==> config.mk <==
export PLATFORM = sky130hd
export DESIGN_NAME = date_add_days_flat
export DESIGN_NICKNAME = d
export VERILOG_FILES = /design/src/rtl/dad_pkg.sv /design/src/rtl/dad_in_if.sv /design/src/rtl/dad_out_if.sv /design/src/rtl/date_add_days.sv /design/src/flat_wrapper.sv
export SDC_FILE = /design/constraint.sdc
export NUM_CORES = 1
export LEC_CHECK = 0
export ABC_AREA = 1
export ABC_CLOCK_PERIOD_IN_PS = 3500
export BUFFER_PORTS_ARGS = -buffer_cell sky130_fd_sc_hd__buf_2
export CAP_MARGIN = 20
export CORE_MARGIN = 4
export CORE_UTILIZATION = 35
export DETAILED_ROUTE_END_ITERATION = 16
export HOLD_SLACK_MARGIN = 0.08
export SYNTH_ARGS = -nofsm -noshare
export SYNTH_HDL_FRONTEND = slang
export SYNTH_SLANG_ARGS = --single-unit
==> constraint.sdc <==
create_clock -name clk_i -period 3.5 [get_ports clk_i]
set_input_delay 1.05 -clock clk_i [delete_from_list [all_inputs] [get_ports clk_i]]
set_output_delay 1.05 -clock clk_i [all_outputs]
set_load 0.03 [all_outputs]
==> src/rtl/dad_pkg.sv <==
// Package for the Gregorian date adder: field widths, calendar constants,
// the sequencer's control word format and its program, and the month length table.
// No dependencies.
`default_nettype none

package dad_pkg;

  // Field widths of the item payloads.
  localparam int unsigned DayW   = 5;
  localparam int unsigned MonthW = 4;
  localparam int unsigned YearW  = 14;
  localparam int unsigned AddW   = 15;

  // Internal widths: the running count covers a year plus the day and the
  // added days; the year counter holds the start year plus the years walked.
  localparam int unsigned RemW   = 16;
  localparam int unsigned YearIW = YearW + 1;
  localparam int unsigned PcW    = 3;

  // Calendar constants.
  localparam int unsigned LeapCycle  = 400;
  localparam int unsigned Century    = 100;
  localparam int unsigned MonthsYear = 12;
  localparam int unsigned FebLeap    = 29;

  // Datapath operations selected by a control word.
  typedef enum logic [2:0] {
    OP_NOP    = 3'd0,
    OP_LOAD   = 3'd1,
    OP_MOD    = 3'd2,
    OP_SUM    = 3'd3,
    OP_REWIND = 3'd4,
    OP_WALK   = 3'd5,
    OP_EMIT   = 3'd6
  } op_e;

  // Jump conditions; when the condition holds the sequencer goes to the
  // target, otherwise to the next step.
  typedef enum logic [2:0] {
    COND_NEVER    = 3'd0,
    COND_ALWAYS   = 3'd1,
    COND_NO_IN    = 3'd2,
    COND_GE_CYCLE = 3'd3,
    COND_M_LT_MON = 3'd4,
    COND_REM_GT   = 3'd5,
    COND_OUT_BUSY = 3'd6
  } cond_e;

  typedef struct packed {
    op_e            op;
    cond_e          cond;
    logic [PcW-1:0] target;
  } ucode_t;

  // Step addresses of the program.
  localparam logic [PcW-1:0] StepIdle   = 3'd0;
  localparam logic [PcW-1:0] StepMod    = 3'd1;
  localparam logic [PcW-1:0] StepSum    = 3'd2;
  localparam logic [PcW-1:0] StepRewind = 3'd3;
  localparam logic [PcW-1:0] StepWalk   = 3'd4;
  localparam logic [PcW-1:0] StepEmit   = 3'd5;
  localparam logic [PcW-1:0] StepRet    = 3'd6;

  // The program: wait for an item, reduce the year modulo the leap cycle, sum
  // the months before the start month, rewind, walk forward and emit the result.
  function automatic ucode_t ucode_rom(input logic [PcW-1:0] pc);
    ucode_t w;
    unique case (pc)
      StepIdle:   w = '{op: OP_LOAD,   cond: COND_NO_IN,    target: StepIdle};
      StepMod:    w = '{op: OP_MOD,    cond: COND_GE_CYCLE, target: StepMod};
      StepSum:    w = '{op: OP_SUM,    cond: COND_M_LT_MON, target: StepSum};
      StepRewind: w = '{op: OP_REWIND, cond: COND_NEVER,    target: StepIdle};
      StepWalk:   w = '{op: OP_WALK,   cond: COND_REM_GT,   target: StepWalk};
      StepEmit:   w = '{op: OP_EMIT,   cond: COND_OUT_BUSY, target: StepEmit};
      StepRet:    w = '{op: OP_NOP,    cond: COND_ALWAYS,   target: StepIdle};
      default:    w = '{op: OP_NOP,    cond: COND_ALWAYS,   target: StepIdle};
    endcase
    return w;
  endfunction

  // Length of a month; months outside January to December have no days.
  function automatic logic [DayW-1:0] days_in(input logic [MonthW-1:0] m,
                                              input logic leap);
    logic [DayW-1:0] len;
    unique case (m)
      4'd1, 4'd3, 4'd5, 4'd7, 4'd8, 4'd10, 4'd12: len = 5'd31;
      4'd4, 4'd6, 4'd9, 4'd11:                    len = 5'd30;
      4'd2:    len = leap ? DayW'(FebLeap) : 5'd28;
      default: len = '0;
    endcase
    return len;
  endfunction

endpackage

`default_nettype wire

==> src/rtl/dad_in_if.sv <==
// Input channel of the date adder: valid/ready handshake and the start date item.
// Depends on dad_pkg for the field widths.
`default_nettype none

interface dad_in_if;
  import dad_pkg::*;

  logic              valid;
  logic              ready;
  logic [DayW-1:0]   start_day;
  logic [MonthW-1:0] start_month;
  logic [YearW-1:0]  start_year;
  logic [AddW-1:0]   days_to_add;

  modport source (output valid, start_day, start_month, start_year, days_to_add,
                  input ready);
  modport sink   (input valid, start_day, start_month, start_year, days_to_add,
                  output ready);
endinterface

`default_nettype wire

==> src/rtl/dad_out_if.sv <==
// Output channel of the date adder: valid/ready handshake and the result date item.
// Depends on dad_pkg for the field widths.
`default_nettype none

interface dad_out_if;
  import dad_pkg::*;

  logic              valid;
  logic              ready;
  logic [DayW-1:0]   result_day;
  logic [MonthW-1:0] result_month;
  logic [YearW-1:0]  result_year;

  modport source (output valid, result_day, result_month, result_year,
                  input ready);
  modport sink   (input valid, result_day, result_month, result_year,
                  output ready);
endinterface

`default_nettype wire

==> src/rtl/date_add_days.sv <==
// Top level of the Gregorian date adder: microcoded sequencer and its datapath.
// Depends on dad_pkg, dad_in_if and dad_out_if.
//
//   channel  direction  carries
//   in_i     sink       start_day, start_month, start_year, days_to_add
//   out_o    source     result_day, result_month, result_year
//
// One item is in work at a time. An item is accepted, its year is reduced modulo
// 400, the months before its start month are summed, the month counter is rewound
// to January and the months are walked forward one by one (up to about 1090 months
// for a full year of month sums, a start day of 31 and 32767 days); the result is
// then handed to the output register once that register can take it.
// A finished result waits in the output register while the next item is taken.
// Reset is asynchronous, active low, and returns the sequencer to its idle step.
`default_nettype none

module date_add_days
  import dad_pkg::*;
(
  input  wire       clk_i,
  input  wire       rst_ni,
  dad_in_if.sink    in_i,
  dad_out_if.source out_o
);

  // Sequencer state.
  logic [PcW-1:0] pc_q, pc_d;
  logic           out_valid_q, out_valid_d;

  // Datapath registers.
  logic [RemW-1:0]   rem_q, rem_d;
  logic [MonthW-1:0] mon_q, mon_d;
  logic [MonthW-1:0] m_q, m_d;
  logic [YearIW-1:0] year_q, year_d;
  logic [YearW-1:0]  ymod_q, ymod_d;
  logic [DayW-1:0]   res_day_q, res_day_d;
  logic [MonthW-1:0] res_month_q, res_month_d;
  logic [YearW-1:0]  res_year_q, res_year_d;

  ucode_t          word;
  logic            in_fire;
  logic            out_busy;
  logic            leap;
  logic [DayW-1:0] len;
  logic            ge_cycle;
  logic            m_lt_mon;
  logic            rem_gt;
  logic            jump;

  // Handshake signals.
  assign word     = ucode_rom(pc_q);
  assign in_i.ready = (word.op == OP_LOAD);
  assign in_fire  = in_i.valid & in_i.ready;
  assign out_busy = out_valid_q & ~out_o.ready;

  assign out_o.valid        = out_valid_q;
  assign out_o.result_day   = res_day_q;
  assign out_o.result_month = res_month_q;
  assign out_o.result_year  = res_year_q;

  // Leap test from the year modulo 400 and the low bits of the year.
  assign leap = (ymod_q == '0) ||
                ((year_q[1:0] == 2'b00) &&
                 (ymod_q != YearW'(Century)) &&
                 (ymod_q != YearW'(2 * Century)) &&
                 (ymod_q != YearW'(3 * Century)));

  assign len      = days_in(m_q, leap);
  assign ge_cycle = (ymod_q >= YearW'(LeapCycle));
  assign m_lt_mon = (m_q < mon_q);
  assign rem_gt   = (rem_q > RemW'(len));

  // Jump condition select.
  always_comb begin
    unique case (word.cond)
      COND_NEVER:    jump = 1'b0;
      COND_ALWAYS:   jump = 1'b1;
      COND_NO_IN:    jump = ~in_fire;
      COND_GE_CYCLE: jump = ge_cycle;
      COND_M_LT_MON: jump = m_lt_mon;
      COND_REM_GT:   jump = rem_gt;
      COND_OUT_BUSY: jump = out_busy;
      default:       jump = 1'b1;
    endcase
  end

  assign pc_d = jump ? word.target : pc_q + 3'd1;

  // Datapath operations.
  always_comb begin
    rem_d       = rem_q;
    mon_d       = mon_q;
    m_d         = m_q;
    year_d      = year_q;
    ymod_d      = ymod_q;
    res_day_d   = res_day_q;
    res_month_d = res_month_q;
    res_year_d  = res_year_q;
    out_valid_d = out_valid_q;
    if (out_o.valid && out_o.ready) begin
      out_valid_d = 1'b0;
    end
    unique case (word.op)
      OP_LOAD: begin
        if (in_fire) begin
          rem_d  = RemW'(in_i.start_day) + RemW'(in_i.days_to_add);
          mon_d  = in_i.start_month;
          m_d    = 4'd1;
          year_d = YearIW'(in_i.start_year);
          ymod_d = in_i.start_year;
        end
      end
      OP_MOD: begin
        if (ge_cycle) begin
          ymod_d = ymod_q - YearW'(LeapCycle);
        end
      end
      OP_SUM: begin
        if (m_lt_mon) begin
          rem_d = rem_q + RemW'(len);
          m_d   = m_q + 4'd1;
        end
      end
      OP_REWIND: begin
        m_d = 4'd1;
      end
      OP_WALK: begin
        // Take away one whole month; December wraps into the next year.
        if (rem_gt) begin
          rem_d = rem_q - RemW'(len);
          if (m_q == MonthW'(MonthsYear)) begin
            m_d    = 4'd1;
            year_d = year_q + YearIW'(1);
            ymod_d = (ymod_q == YearW'(LeapCycle - 1)) ? '0 : ymod_q + YearW'(1);
          end else begin
            m_d = m_q + 4'd1;
          end
        end
      end
      OP_EMIT: begin
        if (!out_busy) begin
          res_day_d   = rem_q[DayW-1:0];
          res_month_d = m_q;
          res_year_d  = year_q[YearW-1:0];
          out_valid_d = 1'b1;
        end
      end
      OP_NOP: begin
      end
      default: begin
      end
    endcase
  end

  // Control registers.
  always_ff @(posedge clk_i or negedge rst_ni) begin
    if (!rst_ni) begin
      pc_q        <= StepIdle;
      out_valid_q <= 1'b0;
    end else begin
      pc_q        <= pc_d;
      out_valid_q <= out_valid_d;
    end
  end

  // Payload registers.
  always_ff @(posedge clk_i) begin
    rem_q       <= rem_d;
    mon_q       <= mon_d;
    m_q         <= m_d;
    year_q      <= year_d;
    ymod_q      <= ymod_d;
    res_day_q   <= res_day_d;
    res_month_q <= res_month_d;
    res_year_q  <= res_year_d;
  end

endmodule

`default_nettype wire

==> src/flat_wrapper.sv <==
// flat-port wrapper written by rule: the top's interface ports become plain ports
module date_add_days_flat import dad_pkg::*;
  (clk_i, rst_ni, in_i_valid, in_i_start_day, in_i_start_month, in_i_start_year, in_i_days_to_add, in_i_ready, out_o_valid, out_o_result_day, out_o_result_month, out_o_result_year, out_o_ready);
  dad_in_if in_i_i ();
  dad_out_if out_o_i ();
  input  wire clk_i;
  input  wire rst_ni;
  input wire logic [$bits(in_i_i.valid)-1:0] in_i_valid;
  input wire logic [$bits(in_i_i.start_day)-1:0] in_i_start_day;
  input wire logic [$bits(in_i_i.start_month)-1:0] in_i_start_month;
  input wire logic [$bits(in_i_i.start_year)-1:0] in_i_start_year;
  input wire logic [$bits(in_i_i.days_to_add)-1:0] in_i_days_to_add;
  output wire logic [$bits(in_i_i.ready)-1:0] in_i_ready;
  output wire logic [$bits(out_o_i.valid)-1:0] out_o_valid;
  output wire logic [$bits(out_o_i.result_day)-1:0] out_o_result_day;
  output wire logic [$bits(out_o_i.result_month)-1:0] out_o_result_month;
  output wire logic [$bits(out_o_i.result_year)-1:0] out_o_result_year;
  input wire logic [$bits(out_o_i.ready)-1:0] out_o_ready;
  assign in_i_i.valid = in_i_valid;
  assign in_i_i.start_day = in_i_start_day;
  assign in_i_i.start_month = in_i_start_month;
  assign in_i_i.start_year = in_i_start_year;
  assign in_i_i.days_to_add = in_i_days_to_add;
  assign in_i_ready = in_i_i.ready;
  assign out_o_valid = out_o_i.valid;
  assign out_o_result_day = out_o_i.result_day;
  assign out_o_result_month = out_o_i.result_month;
  assign out_o_result_year = out_o_i.result_year;
  assign out_o_i.ready = out_o_ready;
  date_add_days u_core (.clk_i(clk_i), .rst_ni(rst_ni), .in_i(in_i_i), .out_o(out_o_i));
endmodule
# After elaboration in Yosys (flattened, before gate mapping)
# Index checks and enable logic that the tools add are counted.
# word_totals
register_bits	80
in_bits	42
output_inout_bits	25
elab_cells	111
# op_classes
n_addsub	8
n_lt_le_gt_ge	3
eq_ne	37
mux	27
bitwise_logic	5
reduce_logical	21
# op_table
cell	count
$mux W14	5
$pmux W9 S6	1
$mux W16	3
$pmux W16 S3	1
$mux W15	3
$pmux W14 S3	1
$pmux W15 S2	1
$eq A3 B3 Y1 const B	8
$eq A4 B4 Y1 const B	5
$eq A3 B2 Y1 const B	6
$add A16 B5 Y16	1
$add A5 B15 Y16	1
$eq A4 B3 Y1 const B	4
$gt A16 B5 Y1	1
$mux W4	4
$pmux W4 S4	1
$sub A16 B5 Y16	1
$add A15 B1 Y15 const B	1
$pmux W5 S3	1
$add A14 B1 Y14 const B	1
$eq A14 B9 Y1 const B	1
$ge A14 B9 Y1 const B	1
$logic_not A14 Y1	1
$ne A14 B7 Y1 const B	1
other kinds (28)	47

# Depth between registers and ports, before layout
# logic_depth
word_depth	10
mapped_depth	23
mapped_depth_nobuf	23

# Worst setup path after synthesis
# Ideal clock, no wire load.
# synth_path
path_type	reg-to-reg
start	register u_core.m_q[0]
end	register u_core.ymod_q[10] (enable)
setup_time_ns	0.391
arrival_ns	3.203
slack_ns	-0.094
stages_incl_launch_ff	19
synth_period_minus_slack_ns	3.594
cell_sequence	edfxtp_1 > ha_1 > nor2_1 > nor2_1 > nor3_1 > inv_1 > nor2_1 > nand2_1 > ha_1 > buf_4 > nor2_1 > nand2_1 > nand2_1 > nand2_1 > nand3_1 > nand2_1 > nand2_1 > o21ai_2 > o21ai_0
# synth_between
elab_chain_cells	6
# synth_rtl
element	line_no	text
from (decl)	date_add_days.sv:33	logic [MonthW-1:0] m_q, m_d;
from (signal assigned)	date_add_days.sv:170	m_q <= m_d;
$eq A4 B1 Y1 (tied with other cells)	dad_pkg.sv:85	unique case (m)
$reduce_or A7 Y1 / $reduce_or A4 Y1 (equally long branches)	dad_pkg.sv:85	
$pmux W5 S3	dad_pkg.sv:85	
$gt A16 B5 Y1	date_add_days.sv:71	assign rem_gt = (rem_q > RemW'(len));
$ne A2 B1 Y1 (no line)	n/a	
$reduce_and A5 Y1 (no line) (*)	n/a	
to (signal assigned)	date_add_days.sv:172	ymod_q <= ymod_d;
to (decl)	date_add_days.sv:35	logic [YearW-1:0] ymod_q, ymod_d;
# Mark *: on every way between the ends. The rest lies on a longest branch, timed or not.
# A chain may end at the register's enable or synchronous reset.

# Worst setup path in the final report
# layout_path
start	register u_core.ymod_q[4]
end	register u_core.rem_q[0] (enable)
# layout_between
elab_chain_cells	10
# layout_rtl
element	line_no	text
$ne A14 B7 Y1	date_add_days.sv:64	(ymod_q != YearW'(Century)) &&
$logic_and A1 B1 Y1	date_add_days.sv:63	((year_q[1:0] == 2'b00) &&
$logic_and A1 B1 Y1	date_add_days.sv:64	
$logic_and A1 B1 Y1	date_add_days.sv:65	(ymod_q != YearW'(2 * Century)) &&
$logic_or A1 B1 Y1 (*)	date_add_days.sv:62	assign leap = (ymod_q == '0) ||
$mux W1 (*)	dad_pkg.sv:88	4'd2: len = leap ? DayW'(FebLeap) : 5'd28;
$pmux W5 S3 (*)	dad_pkg.sv:85	
$gt A16 B5 Y1 (*)	date_add_days.sv:71	
$ne A2 B1 Y1 (no line) (*)	n/a	
$reduce_and A4 Y1 (no line) (*)	n/a	
to (signal assigned)	date_add_days.sv:168	rem_q <= rem_d;
to (decl)	date_add_days.sv:31	logic [RemW-1:0] rem_q, rem_d;
# Marks and branches as above.

==> results.py <==
metrics = {
    "run_status": {
        "outcome": "completed",
    },
    "route": {
        "firstDrtPassIters": 5,
        "ant_nets": 0,
        "finalWirelength_mm": 14.3,
        "vias": 5270,
        "drc": 0,
        "wire_per_inst_um": 13.3,
        "initialDrtViolationCount": 335,
        "vias_per_cell": 4.89,
    },
    "yosys": {
        "ys_warn_count": 0,
        "synth_edf_count": 75,
        "synth_cells": 773,
        "syn-cell-area_um2": 6010,
        "synth-xor-area-share": 0.0262,
        "synthAdderAreaFrac": 0.0870,
        "ys_types": 48,
        "synthSimpleGateAreaFrac": 0.313,
        "synth_compound_area_frac": 0.0920,
        "syn-num-nets": 855,
        "postSynthAreaPerCell_um2": 7.77,
        "synthFlopType": "edfxtp_1",
        "synthMuxAreaShare": 0,
        "async_flop_share": 0.0506,
        "synth_top_family_by_area": "simple AND/OR/NAND/NOR gates",
        "synth_seq_area_share": 0.392,
        "ys_seq_elements": 79,
    },
    "worst_setup_path": {
        "path_delay_family": "simple AND/OR/NAND/NOR gates",
        "crit_cells": 21,
        "endpoint_kind": "flop",
        "r2r_slack_ns": 0.27,
        "crit_type": "reg -> reg",
        "crit_required_ns": 3.55,
        "reg2regPathDepth": 21,
        "timing.rr.end": "u_core.rem_q[0]",
        "start_kind": "flop",
        "r2r_start": "u_core.ymod_q[4]",
        "worst-path-max-fanout": 16,
        "critPathBufInv": 3,
        "cpMaxStageDelayCell": "edfxtp_1",
        "setup.worst_path.start": "u_core.ymod_q[4]",
        "cpMostUsedCell": "nand2_1",
        "worst_ep_arrival_time_ns": 3.28,
        "worstPathCellList": "inv_2 -> ha_1 -> nand3_1 -> o31ai_2 -> nand3_1 -> nand3_1 -> nand2_1 -> nand2_1 -> nand2_1 -> ha_2 -> fa_1 -> inv_1 -> nand2_1 -> nand2_2 -> nand2_1 -> nand3_1 -> nand2_1 -> nand2_1 -> o21ai_2 -> nor2_2 -> buf_12",
        "slowest_delay_ns": 0.40,
        "endpoint": "u_core.rem_q[0]",
    },
    "timing": {
        "slew_viol_final": 0,
        "fin_crit_sh": 0.922,
        "fin_crit_ns": 3.23,
        "setup_viol": 0,
        "slew_headroom": 0.679,
        "hold_viol": 0,
        "finalClockSkew_ns": 0.00702,
        "worst_pin_slew_ns": 0.482,
        "max_freq_ghz": 0.310,
        "whs_ns": 0.474,
        "setup_tns_ns": 0,
    },
    "layout": {
        "final_core_util": 0.419,
        "nets": 934,
        "fin_area_um2": 6990,
        "drive_gt1_frac": 0.166,
        "diodes": 0,
        "num-fill-cells": 1774,
        "synthToLayoutAreaGrowth_pct": 16.4,
    },
    "floorplanning": {
        "start_util": 0.360,
        "design.portCount": 67,
        "rows": 47,
        "die_w_um": 139,
        "die_h_um": 139,
        "die_area_um2": 19300,
        "core_um2": 16700,
    },
    "pwr": {
        "p_leak_uw": 0.00316,
        "cellPowerDensity_nw_per_um2": 1000,
        "ir_worst_vdd_v": 0.000424,
    },
    "cts": {
        "cts_buffers": 9,
        "clockRootBuffer": "clkbuf_16",
        "ctsHoldBuffers": 0,
        "cts_tree": "done",
        "clk_latency_ns": 0.34,
        "cts.htree.levels": 3,
        "clock_sinks": 79,
        "clk_transition_reported_paths_ns": 0.06,
        "clockBufferDepth": 2,
    },
    "hold_path": {
        "hp-class": "reg -> reg",
    },
    "grt": {
        "grt_max_degree": 29,
        "grtUsageTotal": 0.151,
        "grt_pass1_wl_mm": 23.9,
        "grt_pass1_vias": 5002,
        "antenna_found_initial": 0,
        "grt_overflow": 0,
    },
    "run": {
        "drv_cap": 0,
    },
    "placed_design": {
        "port_buffers": 66,
        "placed_area_um2": 6620,
        "dp_hpwl_mm": 11.1,
        "gp_congestion": 0.922,
    },
}
==> metrics by stage <==
| step | setup WS, ns | instances | total power, uW |
|---|---|---|---|
| CTS | 0.0184 | 1072 | 6900 |
| floorplan | 0.0518 | 773 | 4900 |
| global placement | 0.154 | 1056 | 5940 |
| global route | -0.0405 | 1077 | 7680 |
| finish | 0.272 | 1077 | 7010 |
| detailed placement | 0.0364 | 1056 | 5960 |
==> cell type report <==
cell class / count / area [um2] / share of cell area
tap: 220 / 275 / 0.0394
clock buffer: 11 / 233 / 0.0333
multi-input combinational: 567 / 3160 / 0.452
inverter: 111 / 425 / 0.0608
clock inverter: 5 / 48.8 / 0.00698
sequential: 79 / 2350 / 0.336
timing repair buffer: 84 / 494 / 0.0707
==> Yosys cell counts, drive strengths merged (3+ instances only) <==
library cell | n | area share
nand4 | 16 | 0.018
o221ai | 3 | 0.0044
nor3 | 13 | 0.013
edfxtp | 75 | 0.37
buf | 14 | 0.018
nand2 | 189 | 0.12
nand3b | 5 | 0.0062
or2 | 3 | 0.0031
inv | 110 | 0.070
ha | 37 | 0.077
o21ai | 48 | 0.041
dfrtp | 4 | 0.017
a21oi | 24 | 0.021
nand3 | 108 | 0.094
nor2 | 78 | 0.056
o211ai | 7 | 0.0087
xnor2 | 7 | 0.010
xor2 | 11 | 0.016
fa | 3 | 0.010
==> registers in the layout, indices dropped and copies added, names as in the netlist <==
register,count
u_core.m_q,4
u_core.mon_q,4
u_core.out_o.result_day,5
u_core.out_o.result_month,4
u_core.out_o.result_year,14
u_core.out_o.valid,1
u_core.pc_q,3
u_core.rem_q,16
u_core.year_q,14
u_core.ymod_q,14
==> worst min-delay path by stage <==
stage / startpoint / endpoint / slack, ns / cells after the start
floorplan: u_core.year_q[13] / u_core.out_o.result_year[13] / 0.45 / 0
global placement: u_core.year_q[13] / u_core.out_o.result_year[13] / 0.46 / 0
detailed placement: u_core.year_q[13] / u_core.out_o.result_year[13] / 0.46 / 0
CTS: u_core.year_q[13] / u_core.out_o.result_year[13] / 0.48 / 0
global route: rst_ni / u_core.pc_q[2] / 0.50 / 1
finish: u_core.year_q[13] / u_core.out_o.result_year[13] / 0.47 / 0
==> cells by family (layout without fill, tap and decap cells) <==
family | count (synthesis) | after routing
simple gates | 413 | 413
buf+inv | 127 | 211
compound gates | 96 | 96
flops | 79 | 79
fa+ha+maj | 40 | 40
xor+xnor | 18 | 18
==> worst reg2reg max path, delay by kind of cell, from the launching register on <==
| kind | cells | cell delay (ns) |
|---|---|---|
| simple gates | 13 | 1.09 |
| buf+inv | 3 | 0.36 |
| fa+ha+maj | 3 | 0.79 |
| compound gates | 2 | 0.30 |
| flops | 1 | 0.40 |
==> power by group <==
part	internal (uW)	switching, uW	total (uW)
combinational	1390	2640	4040
clock	546	358	904
sequential	1670	395	2070
==> per-layer routing <==
layer	global-route usage	part of all wire	wire length (um)	vias to the layer above
met5	0	0	0	-
met2	0.240	0.45	6440	137
met4	0.0639	0.022	318	0
li1	-	-	-	2754
met1	0.205	0.48	6870	2358
met3	0.0231	0.050	715	21
==> repair_timing <==
item / 4_1_cts / 5_1_grt
buffers inserted: 0 / 5
resized for setup: 0 / 17
setup endpoints to repair: 0 / 62
==> layout by cell type (no fill, tap or decap), types with 2 or more instances in the layout <==
cell / netlist / final
nor3_2: 0 / 3
inv_2: 4 / 6
nand2_1: 184 / 182
nor2_1: 71 / 65
o21ai_0: 45 / 44
nor3_1: 12 / 9
a21oi_1: 23 / 23
or2_2: 3 / 3
inv_1: 104 / 102
a31oi_1: 2 / 2
fa_1: 3 / 3
nand2_4: 2 / 2
ha_1: 37 / 34
o21ai_1: 2 / 3
buf_2: 6 / 66
nand4_1: 15 / 15
dfrtp_1: 4 / 4
nor2_2: 2 / 7
buf_12: 0 / 2
nand3b_1: 5 / 5
ha_2: 0 / 3
xor2_1: 11 / 11
clkbuf_16: 0 / 9
edfxtp_1: 75 / 75
nand3_1: 106 / 106
nand3_4: 2 / 2
o221ai_1: 3 / 3
clkinv_2: 1 / 4
nand2_2: 3 / 5
o21bai_1: 2 / 2
buf_4: 3 / 15
clkbuf_1: 0 / 2
o211ai_1: 7 / 7
nor2_4: 5 / 6
xnor2_1: 7 / 7
Power figures use the tool's default switching activity.
